## src/rtl/core/fat12_cte_pkg.sv

```systemverilog
`timescale 1ns / 1ps

package fat12_cte_pkg;

   localparam int ENTRY_W = 12;
   localparam int LIMIT_W = 13;
   localparam int VALUE_W = 16;
   localparam int STATUS_W = 2;
   localparam int ROW_W = 2 * ENTRY_W;

   localparam logic [ENTRY_W-1:0] ENTRY_MASK = 12'hFFF;
   localparam logic [ENTRY_W-1:0] LOWEST_CLUSTER = 12'd2;
   localparam logic [LIMIT_W-1:0] LIMIT_RESET = 13'd3072;

   // Command codes on req_cmd. Code 3 is unused and handled by default arms.
   localparam logic [1:0] CMD_READ = 2'd0;
   localparam logic [1:0] CMD_WRITE = 2'd1;
   localparam logic [1:0] CMD_FIND = 2'd2;

   // Status codes on rsp_status.
   localparam logic [STATUS_W-1:0] STATUS_OK = 2'd0;
   localparam logic [STATUS_W-1:0] STATUS_RANGE = 2'd1;
   localparam logic [STATUS_W-1:0] STATUS_NOFREE = 2'd2;

   typedef enum logic [1:0] {
      ST_CLEAR,
      ST_IDLE,
      ST_ACCESS,
      ST_SCAN
   } state_type;

   typedef struct packed {
      logic load;
      logic clear_step;
      logic scan_next;
      logic wr_en;
      logic rsp_access;
      logic rsp_scan;
   } ctl_cmd_type;

   typedef struct packed {
      logic clear_done;
      logic scan_stop;
      logic write_ok;
   } ctl_stat_type;

endpackage

```

## src/rtl/core/fat12_cte_ctrl.sv

```systemverilog
`timescale 1ns / 1ps

module fat12_cte_ctrl (
   input  logic                        clock,
   input  logic                        reset,
   input  logic                        start,
   input  logic [1:0]                  req_cmd,
   input  fat12_cte_pkg::ctl_stat_type stat,
   output fat12_cte_pkg::ctl_cmd_type  cmd,
   output logic                        busy
);

   import fat12_cte_pkg::*;

   state_type state_ff;
   state_type state_in;

   always_ff @(posedge clock) begin
      if (reset) begin
         state_ff <= ST_CLEAR;
      end else begin
         state_ff <= state_in;
      end
   end

   always_comb begin
      state_in = state_ff;
      cmd = '0;
      busy = 1'b1;
      unique case (state_ff)
         ST_CLEAR: begin
            cmd.clear_step = 1'b1;
            if (stat.clear_done) begin
               state_in = ST_IDLE;
            end
         end
         ST_IDLE: begin
            busy = 1'b0;
            if (start) begin
               cmd.load = 1'b1;
               state_in = (req_cmd == CMD_FIND) ? ST_SCAN : ST_ACCESS;
            end
         end
         ST_ACCESS: begin
            cmd.rsp_access = 1'b1;
            cmd.wr_en = stat.write_ok;
            state_in = ST_IDLE;
         end
         ST_SCAN: begin
            if (stat.scan_stop) begin
               cmd.rsp_scan = 1'b1;
               state_in = ST_IDLE;
            end else begin
               cmd.scan_next = 1'b1;
            end
         end
         default: begin
            state_in = ST_CLEAR;
         end
      endcase
   end

endmodule

```

## config.mk

```make
export PLATFORM = sky130hd
export DESIGN_NAME = fat12_cte_ctrl
export DESIGN_NICKNAME = d
export VERILOG_FILES = /design/src/rtl/core/fat12_cte_pkg.sv /design/src/rtl/core/fat12_cte_ctrl.sv
export SDC_FILE = /design/constraint.sdc
export NUM_CORES = 1
export LEC_CHECK = 0
export ABC_CLOCK_PERIOD_IN_PS = 1100
export BUFFER_PORTS_ARGS = -buffer_cell sky130_fd_sc_hd__buf_2
export CAP_MARGIN = 20
export CORE_AREA = 4 4 41 43
export DETAILED_ROUTE_END_ITERATION = 8
export DIE_AREA = 0 0 45 47
export GPL_TIMING_DRIVEN = 0
export RECOVER_POWER = 50
export SYNTH_ARGS = -nofsm -noshare
export SYNTH_HDL_FRONTEND = slang
export SYNTH_SLANG_ARGS = --single-unit
```

## constraint.sdc

```tcl
create_clock -name clock -period 1.1 [get_ports clock]
set_input_delay 0.22 -clock clock [delete_from_list [all_inputs] [get_ports clock]]
set_output_delay 0.22 -clock clock [all_outputs]
set_load 0.01 [all_outputs]
```

==> summary.md, run 1 <==
| Metric | Value |
|---|---|
| Placement row count | 13 |
| Clock transition at path regs | 30 ps |
| Final min period | 1188 ps |
| Failing checks | negative setup slack |
| Worst Path Required | 880 ps |
| Cells after DPL | 45 |
| Largest Register | state_ff |
| Final WL | 440 um |
| Vias | 184 |
| Final hold vios | 0 |
| Static leakage | 0.0001627 uW |
| Initial DRC count | 1 |
| First-pass DRT Iterations | 2 |
| Hold Slack | 158.4 ps |
| Syn Area/Cell | 7.898 um^2 |
| Initial antenna violation count | 0 |
| Final worst-path setup slack | -88.32 ps |
| Net switching power | 77.59 uW |
| H-tree depth | 1 |
| Worst Reg-to-Reg Cells | 3 |
| Max reg flops | 2 |
| Pin count of the biggest net entering global routing | 8 |
| Relative slew margins | 0.8422 |
| GR Overflow Total | 0 |
| PD cells | 1107 mW/mm^2 |
| Worst-skew pair later-pin latency | 220 ps |
| Tcrit/Tclk final | 1.080 |
| Post-DR vias/cell | 3.538 |
| Highest clock rate | 841.5 MHz |
| Mux cell area share after synthesis | 0 |
| Status | finished with violations |
| Share of layout cells above drive strength 1 | 0.6757 |
| Most frequent cells in the layout | 14 x buf_2, 4 x buf_4, 3 x inv_1, 3 x clkbuf_4 |
| Final instance area | 284.0 um^2 |
| Cts bufs inserted | 3 |
| Vias in the first global route | 162 |
| Hold Crit Class | in -> reg |
| Die width | 45 um |
| Largest family of logic cells by synthesized area | simple AND/OR/NAND/NOR gates |
| Synth Register Bits | 2 |
| Sw frac | 0.2467 |
| Routed len/inst | 8.462 um |
| Post-Synth Adder-Cell Area | 0 |
| Cell Area, Placed | 215.2 um^2 |
| Sink Count | 2 |
| Syn Nets | 24 |
| # setup viols final | 4 |
| Starting Density | 0.09712 |
| Most common cell after layout, fill and taps aside | buf_2 |
| Worst Clk Skew | 0.3550 ps |
| Worst endpoint data arrival time | 970 ps |
| Worst Hold Path Cells | 2 |
| Final Max Slew Viols | 0 |
| Max Cap Viol | 0 |
| Root Buffer | clkbuf_4 |
| Total track usage | 0.05043 |
| Comb pwr share | 0.204 |
| Global-route wire length before repair | 627 um |
| Nets | 47 |
| Internal power | 236.9 uW |
| Largest regs | state_ff (2) |
| Kind of critical path | reg -> out |
| Port buffer count | 14 |
| CP startpoint kind | flip-flop |
| Setup slack, reg-to-reg | 130 ps |
| Area Growth Syn to Fin | 124.8% |
| Worst-Margin Slew | 235.1 ps |
| Maximum fanout along the worst path | 7 |
| DRC viols | 0 |
| Area of the core | 0.001301 mm^2 |
| Register area share after synthesis | 0.3168 |
| Synth warn | 0 |
| RD Place Congestion | 0.6531 |
| Mapped Area | 126.4 um^2 |
| Final Instance Count excl. Fillers | 52 |
| Num ports | 15 |
| Simple-Gate Fraction of Synth Area | 0.4356 |
| Antenna-violating nets left | 0 |
| Post-CTS Hold Fix Bufs | 0 |
| Clock Power Share | 0.517 |
| RSZ-0062 raised after global routing | yes |
| Finished Core Util | 0.2183 |
| Reg power frac | 0.279 |
| Chip height | 47 um |
| Unique masters post-synth | 11 |
| VDD IR-drop max | 277.2 uV |
| Die Area | 0.002115 mm^2 |
| CTS tree | yes |
| Synth Area in Compound Gates | 0.1584 |
| Mapped Cells | 16 |
| XOR/XNOR Fraction of Synth Area | 0 |
| Antenna Cells | 0 |
| Critical Path Sink Type | output pin |
| Longest Clk Path Bufs | 2 |
[worst max-delay path, stage by stage (launching register included)]
cell,delay (ps)
dfxtp_4,370
nor2b_4,140
and2_1,110
buf_2,120
[cell families after synthesis]
| family | count (synthesis) |
|---|---|
| flip-flops | 2 |
| buffers and inverters | 3 |
| AND/OR/NAND/NOR | 9 |
| AO/OA/AOI/OAI | 2 |
[final timing paths]
path	startpoint	endpoint
setup / recovery	state_ff[1]	cmd[2]
hold / removal	reset	state_ff[1]
setup reg to reg	state_ff[0]	state_ff[0]
hold reg to reg	state_ff[0]	state_ff[1]
[area by class of cell]
| type | instances | area (um^2) |
|---|---|---|
| fillers | 156 | 1017 |
| multi-input cells | 11 | 83.83 |
| flip-flops and latches | 2 | 47.55 |
| inverters | 3 | 11.26 |
| well taps | 15 | 18.77 |
| clock buffers | 3 | 22.52 |
| repair buffers | 18 | 100.1 |
[synth_stat cells, drive strengths merged]
cell / n / area, um^2
and2: 1 / 6.260
nand3b: 2 / 15.01
dfxtp: 2 / 40.04
inv: 3 / 11.26
nor2b: 2 / 12.51
nor2: 1 / 3.750
nand2b: 1 / 6.260
a21oi: 1 / 5.000
nor3: 1 / 5.000
a311oi: 1 / 15.01
and3: 1 / 6.260
[stage by stage]
step | worst slack [ps] | power [uW] | TNS [ps]
finish | -88.32 | 314.5 | -174.8
global route | -147.5 | 345.1 | -485.7
CTS | -105.5 | 324.2 | -248.6
detailed placement | 55.24 | 141.6 | 0
global placement | 67.05 | 140.6 | 0
floorplan | 47.78 | 112.2 | 0
[routing by layer]
layer | global-route usage | share of wire | vias up
met2 | 0.06215 | 0.38 | 14
met1 | 0.04289 | 0.36 | 70
met3 | 0.01916 | 0.16 | 4
met4 | 0.1053 | 0.091 | 0
met5 | 0 | 0 | -
li1 | - | - | 96
[timing repair]
action	in CTS	in global routing
hold endpoints to repair	0	0
pin swaps	2	0
setup endpoints to repair	6	6
setup buffers	2	2
resized for setup	7	0
[power groups by stage]
| stage | Combinational, uW | Clock (uW) | Sequential [uW] |
|---|---|---|---|
| after floorplan | 27.3 | 0 | 84.9 |
| after global placement | 53.8 | 0 | 86.8 |
| after detailed placement | 54.6 | 0 | 87.0 |
| after CTS | 63.2 | 173 | 88.0 |
| after global routing | 70.3 | 185 | 89.6 |
| final | 64.1 | 163 | 87.9 |
Note: power is estimated with default switching activity, not from simulation.
==> inputs of run 2 (changes only) <==
- BUFFER_PORTS_ARGS: -buffer_cell sky130_fd_sc_hd__buf_2 -> unset
- DONT_BUFFER_PORTS: unset -> 1
==> run 2 against run 1 <==
- the run still ends with negative setup slack left
- register-to-register slack better by 140 ps
- combinational power is 46% lower
- non-clock buffer count is 18 lower
- first-iteration DRC count is 100% lower
- critical path type unchanged
- highest routed layer is now met3
==> summary.md, run 2 (synthesis results as in run 1) <==
| Metric | Value |
|---|---|
| Worst Hold Path Cells | 1 (was 2) |
| Met2 wire len | 190 um (was 168 um) |
| Routed length on met1 | 123 um (was 160 um) |
| Delay-heaviest family, CP | flip-flops (unchanged) |
| Post-DR vias/cell | 3.647 (was 3.538) |
| Most frequent cells in the layout | 3 x clkbuf_4, 2 x nand3b_1, 2 x inv_2, 2 x dfxtp_4 (was 14 x buf_2, 4 x buf_4, 3 x inv_1, 3 x clkbuf_4) |
| GR Overflow Total | 0 (unchanged) |
| Multi-input logic area | 87.58 um^2 (was 83.83 um^2) |
| Global-route wire length before repair | 579 um (was 627 um) |
| Uppermost routed layer | met3 (was met4) |
| Max reg flops | 2 (unchanged) |
| Final worst-path setup slack | -56.24 ps (was -88.32 ps) |
| Cts bufs inserted | 3 (unchanged) |
| Antenna-violating nets left | 0 (unchanged) |
| CP bufs+invs | 0 (was 1) |
| Filler instances | 162 (was 156) |
| Hold Crit Class | in -> reg (unchanged) |
| Clock transition at path regs | 30 ps (about the same) |
| CP startpoint kind | flip-flop (unchanged) |
| Kind of critical path | reg -> out (unchanged) |
| # setup viols final | 1 (was 4) |
| FF+latch area | 47.55 um^2 (unchanged) |
| Share of layout cells above drive strength 1 | 0.5789 (was 0.6757) |
| Final hold vios | 0 (unchanged) |
| Status | finished with violations (unchanged) |
| Setup Fix Bufs, Post-CTS | 0 (was 2) |
| Largest regs | state_ff (2) (unchanged) |
| Num ports | 15 (unchanged) |
| Worst-skew pair later-pin latency | 220 ps (about the same) |
| Routed len/inst | 11.71 um (was 8.462 um) |
| H-tree depth | 1 (unchanged) |
| Final WL | 398 um (was 440 um) |
| Hold endpoint | state_ff[0] (was state_ff[1]) |
| Hold Slack | 53.65 ps (was 158.4 ps) |
| Largest Register | state_ff (unchanged) |
| Initial antenna violation count | 0 (unchanged) |
| Final min period | 1156 ps (was 1188 ps) |
| Root Buffer | clkbuf_4 (unchanged) |
| Failing checks | negative setup slack (unchanged) |
| Highest clock rate | 864.9 MHz (was 841.5 MHz) |
| Final Max Slew Viols | 0 (unchanged) |
| Maximum fanout along the worst path | 7 (unchanged) |
| Total track usage | 0.04413 (was 0.05043) |
| Die Area | 0.002115 mm^2 (unchanged) |
| Worst Reg-to-Reg Cells | 2 (was 3) |
| Vias in the first global route | 157 (was 162) |
| Most common cell after layout, fill and taps aside | clkbuf_4 (was buf_2) |
| Area Growth Syn to Fin | 48.52% (was 124.8%) |
| Placement row count | 13 (unchanged) |
| RR Endpoint | state_ff[0] (unchanged) |
| Worst endpoint data arrival time | 940 ps (was 970 ps) |
| Finished Core Util | 0.1442 (was 0.2183) |
| Pin count of the biggest net entering global routing | 8 (unchanged) |
| Initial DRC count | 0 (was 1) |
| Worst-Margin Slew | 233.6 ps (was 235.1 ps) |
| Max Cap Viol | 0 (unchanged) |
| DRC viols | 0 (unchanged) |
| First-pass DRT Iterations | 1 (was 2) |
| Worst Path Required | 880 ps (about the same) |
| Area of the core | 0.001301 mm^2 (unchanged) |
| Met3 Wirelength | 85 um (was 72 um) |
| Delay of the slowest critical-path stage | 370 ps (about the same) |
| Longest Clk Path Bufs | 2 (unchanged) |
| Setup slack, reg-to-reg | 270 ps (was 130 ps) |
| Relative slew margins | 0.8437 (was 0.8422) |
| Worst-path cell chain | nor2b_4, and2_4 (was nor2b_4, and2_1, buf_2) |
| Crit-path slowest cell | dfxtp_4 (unchanged) |
| Chip height | 47 um (unchanged) |
| Vias | 124 (was 184) |
| CTS tree | yes (unchanged) |
| RSZ-0062 raised after global routing | yes (unchanged) |
| Min-delay src | reset (unchanged) |
| VDD IR-drop max | 204.4 uV (was 277.2 uV) |
| Setup TNS | -56.24 ps (was -174.8 ps) |
| Nets | 29 (was 47) |
| Starting Density | 0.09712 (unchanged) |
| Port buffer count | 0 (was 14) |
| Antenna Cells | 0 (unchanged) |
| PD cells | 1508 mW/mm^2 (was 1107 mW/mm^2) |
| RD Place Congestion | 0.6052 (was 0.6531) |
| Reg2Reg Launch Point | state_ff[0] (unchanged) |
| Critical Path Sink Type | output pin (unchanged) |
| Static leakage | 0.00007859 uW (was 0.0001627 uW) |
| Tcrit/Tclk final | 1.051 (was 1.080) |
| Worst Clk Skew | 0.4672 ps (was 0.3550 ps) |
| Post-CTS Hold Fix Bufs | 0 (unchanged) |
| Die width | 45 um (unchanged) |
| Sink Count | 2 (unchanged) |
## run 2: cell types whose count changed in the layout (fill, tap and decap cells not counted)
| cell | delta |
|---|---|
| nor2b_2 | +1 |
| inv_2 | +2 |
| buf_2 | -14 |
| and2_4 | +1 |
| and2_1 | -1 |
| a311oi_2 | +1 |
| inv_1 | -2 |
| a311oi_1 | -1 |
| buf_4 | -4 |
| nor2b_4 | -1 |
## run 2: worst max path at each step
stage / from / endpoint / slack (ps) / cells past startpoint
CTS: state_ff[1] / cmd[2] / -70 / 2
detailed placement: state_ff[1] / cmd[2] / -60 / 2
global placement: state_ff[1] / cmd[2] / -40 / 2
global route: state_ff[1] / cmd[2] / -100 / 2
finish: state_ff[1] / cmd[2] / -60 / 2
floorplan: state_ff[1] / cmd[2] / 50 / 2
## run 2: final cells by class
| type | count | area share |
|---|---|---|
| sequential | 2 | 0.2533 |
| multi-input combinational | 11 | 0.4667 |
| clock buffer | 3 | 0.1200 |
| tap | 15 | 0.1000 |
| inverter | 3 | 0.06000 |
## run 2: per-layer routing
metal / GRT usage / up-vias
li1: - / 60
met1: 0.02709 / 54
met2: 0.06215 / 10
met3: 0.03831 / 0
met4: 0.07018 / 0
met5: 0 / -
## run 2: stage by stage
step | total power, uW | instance area, um^2 | instances | worst slack, ps
2_1_floorplan | 112.2 | 126.4 | 16 | 47.78
3_3_place_gp | 117.8 | 145.1 | 31 | -42.73
3_5_place_dp | 118.5 | 145.1 | 31 | -55.78
4_1_cts | 296.1 | 185.2 | 34 | -74.00
5_1_grt | 305.1 | 187.7 | 34 | -100.8
6_report | 283.0 | 187.7 | 34 | -56.24
## run 2: power by group
group	leakage, uW	switching (uW)	internal [uW]
sequential	0.0000178	10.2	77.2
combinational	0.0000470	19.2	15.1
clock	0.0000138	41.0	120
## run 2: repair_timing
action / in CTS / in global routing
gates resized for setup: 8 / 2
setup endpoints to repair: 6 / 5
pin swaps: 1 / 0
==> inputs of run 3 (changes only) <==
- CORE_AREA: 4 4 41 43 -> 2 2 39 41
- DIE_AREA: 0 0 45 47 -> 0 0 41 43
==> run 3 against run 2 <==
- the run still ends with negative setup slack left
- setup slack gained 5.0 ps
- combinational power shrank 3%
- clock-buffer cell count is the same
- first-iteration DRC count grew 2
- maximum frequency grew 0.43%
- register-to-register slack is essentially flat
- largest cell class unchanged
- highest routed layer unchanged
==> summary.md, run 3 (synthesis results as in run 1) <==
| Metric | Value |
|---|---|
| Setup Fix Bufs, Post-CTS | 0 (unchanged) |
| DRC viols | 0 (unchanged) |
| Worst-skew pair later-pin latency | 230 ps (was 220 ps) |
| Cts bufs inserted | 3 (unchanged) |
| First-pass DRT Iterations | 2 (was 1) |
| GR Overflow Total | 0 (unchanged) |
| Total track usage | 0.04605 (was 0.04413) |
| Max reg flops | 2 (unchanged) |
| Met3 Wirelength | 88 um (was 85 um) |
| Min-delay src | reset (unchanged) |
| Final min period | 1151 ps (was 1156 ps) |
| Longest Clk Path Bufs | 2 (unchanged) |
| Routed len/inst | 10.83 um (was 11.71 um) |
| Worst endpoint data arrival time | 930 ps (was 940 ps) |
| Setup TNS | -51.23 ps (was -56.24 ps) |
| Highest clock rate | 868.6 MHz (was 864.9 MHz) |
| Most frequent cells in the layout | 3 x clkbuf_4, 2 x inv_1, 2 x nand3b_1, 2 x dfxtp_4 (was 3 x clkbuf_4, 2 x nand3b_1, 2 x inv_2, 2 x dfxtp_4) |
| Status | finished with violations (unchanged) |
| Final Max Slew Viols | 0 (unchanged) |
| Hold endpoint | state_ff[0] (unchanged) |
| Port buffer count | 0 (unchanged) |
| CTS tree | yes (unchanged) |
| Static leakage | 0.00008107 uW (was 0.00007859 uW) |
| Pin count of the biggest net entering global routing | 8 (unchanged) |
| Largest Register | state_ff (unchanged) |
| Num ports | 15 (unchanged) |
| CP startpoint kind | flip-flop (unchanged) |
| Setup slack, reg-to-reg | 260 ps (was 270 ps) |
| Worst-Margin Slew | 215.6 ps (was 233.6 ps) |
| Area of the core | 0.001384 mm^2 (was 0.001301 mm^2) |
| Maximum fanout along the worst path | 7 (unchanged) |
| PD cells | 1516 mW/mm^2 (was 1508 mW/mm^2) |
| Worst Path Required | 880 ps (about the same) |
| Largest regs | state_ff (2) (unchanged) |
| Uppermost routed layer | met3 (unchanged) |
| Most common cell after layout, fill and taps aside | clkbuf_4 (unchanged) |
| Final Instance Count excl. Fillers | 35 (was 34) |
| Max Cap Viol | 0 (unchanged) |
| Kind of critical path | reg -> out (unchanged) |
| Met2 wire len | 158 um (was 190 um) |
| Clock transition at path regs | 30 ps (about the same) |
| Final worst-path setup slack | -51.23 ps (was -56.24 ps) |
| VDD IR-drop max | 197.7 uV (was 204.4 uV) |
| Final WL | 379 um (was 398 um) |
| Vias | 121 (was 124) |
| Antenna Cells | 0 (unchanged) |
| Die Area | 0.001763 mm^2 (was 0.002115 mm^2) |
| Vias in the first global route | 108 (was 157) |
| Global-route wire length before repair | 448 um (was 579 um) |
| Starting Density | 0.09132 (was 0.09712) |
| RSZ-0062 raised after global routing | yes (unchanged) |
| Initial antenna violation count | 0 (unchanged) |
| Cells after DPL | 32 (was 31) |
| Critical Path Sink Type | output pin (unchanged) |
| Tcrit/Tclk final | 1.047 (was 1.051) |
| # setup viols final | 1 (unchanged) |
| Share of layout cells above drive strength 1 | 0.5263 (was 0.5789) |
| RD Place Congestion | 0.5148 (was 0.6052) |
| Filler instances | 162 (unchanged) |
| Hold Crit Class | in -> reg (unchanged) |
| Sink Count | 2 (unchanged) |
| H-tree depth | 1 (unchanged) |
| Root Buffer | clkbuf_4 (unchanged) |
| Final hold vios | 0 (unchanged) |
| Nets | 29 (unchanged) |
| RR Endpoint | state_ff[0] (unchanged) |
| Placement row count | 14 (was 13) |
| Initial DRC count | 2 (was 0) |
| Worst Hold Path Cells | 1 (unchanged) |
| Failing checks | negative setup slack (unchanged) |
| Area Growth Syn to Fin | 49.51% (was 48.52%) |
| Reg2Reg Launch Point | state_ff[0] (unchanged) |
| Die width | 41 um (was 45 um) |
| Post-DR vias/cell | 3.457 (was 3.647) |
| Routed length on met1 | 131 um (was 123 um) |
| Relative slew margins | 0.8557 (was 0.8437) |
| Antenna-violating nets left | 0 (unchanged) |
| Chip height | 43 um (was 47 um) |
| Worst Clk Skew | 1.429 ps (was 0.4672 ps) |
| Worst Reg-to-Reg Cells | 2 (unchanged) |
| Place WS | -24.38 ps (was -55.78 ps) |
-- run 3: changes by cell type in the layout (fill, tap and decap cells not counted) --
cell   change
inv_1      +1
inv_2      -1
-- run 3: how the worst max path moves through the flow --
stage | cells after the start | slack (ps) | endpoint | from
finish | 2 | -50 | cmd[2] | state_ff[1]
global placement | 2 | -20 | cmd[2] | state_ff[1]
detailed placement | 2 | -20 | cmd[2] | state_ff[1]
global route | 2 | -100 | cmd[2] | state_ff[1]
floorplan | 2 | 50 | cmd[2] | state_ff[1]
CTS | 2 | -70 | cmd[2] | state_ff[1]
-- run 3: layout make-up --
cell class | count | area, um^2 | share of cell area
Clock buffer | 3 | 22.52 | 0.1192
Inverter | 3 | 11.26 | 0.05960
Multi-Input combinational cell | 11 | 87.58 | 0.4636
Sequential cell | 2 | 47.55 | 0.2517
Tap cell | 16 | 20.02 | 0.1060
-- run 3: worst max-delay path: stages (launching register included) --
cell     delay, ps
dfxtp_4        360
nor2b_4        180
and2_4         160
-- run 3: report_power, final --
part | switching (uW) | total (uW) | internal [uW]
clock | 45.2 | 166 | 121
combinational | 18.4 | 33.4 | 15.0
sequential | 9.97 | 87.2 | 77.2
-- run 3: per-layer routing --
metal	GRT usage	up-vias
met3	0.05236	0
met5	0	-
met2	0.04688	11
met1	0.03822	49
met4	0.06000	0
li1	-	61
-- run 3: timing repair --
action                     4_1_cts  5_1_grt
pin swaps                        1        0
hold buffers                     0        0
setup endpoints to repair        6        5
gates cloned                     0        0
gates resized for setup          7        2
-- run 3: metrics by stage --
step | area (um^2) | util | power [uW] | hold slack (ps)
after CTS | 186.4 | 0.1347 | 298.1 | 40.42
final | 188.9 | 0.1365 | 286.4 | 50.18
after floorplan | 126.4 | - | 112.2 | 287.9
after detailed placement | 146.4 | 0.1058 | 117.6 | 289.5
after global routing | 188.9 | 0.1365 | 311.4 | 35.56
after global placement | 146.4 | 0.1058 | 117.0 | 288.9
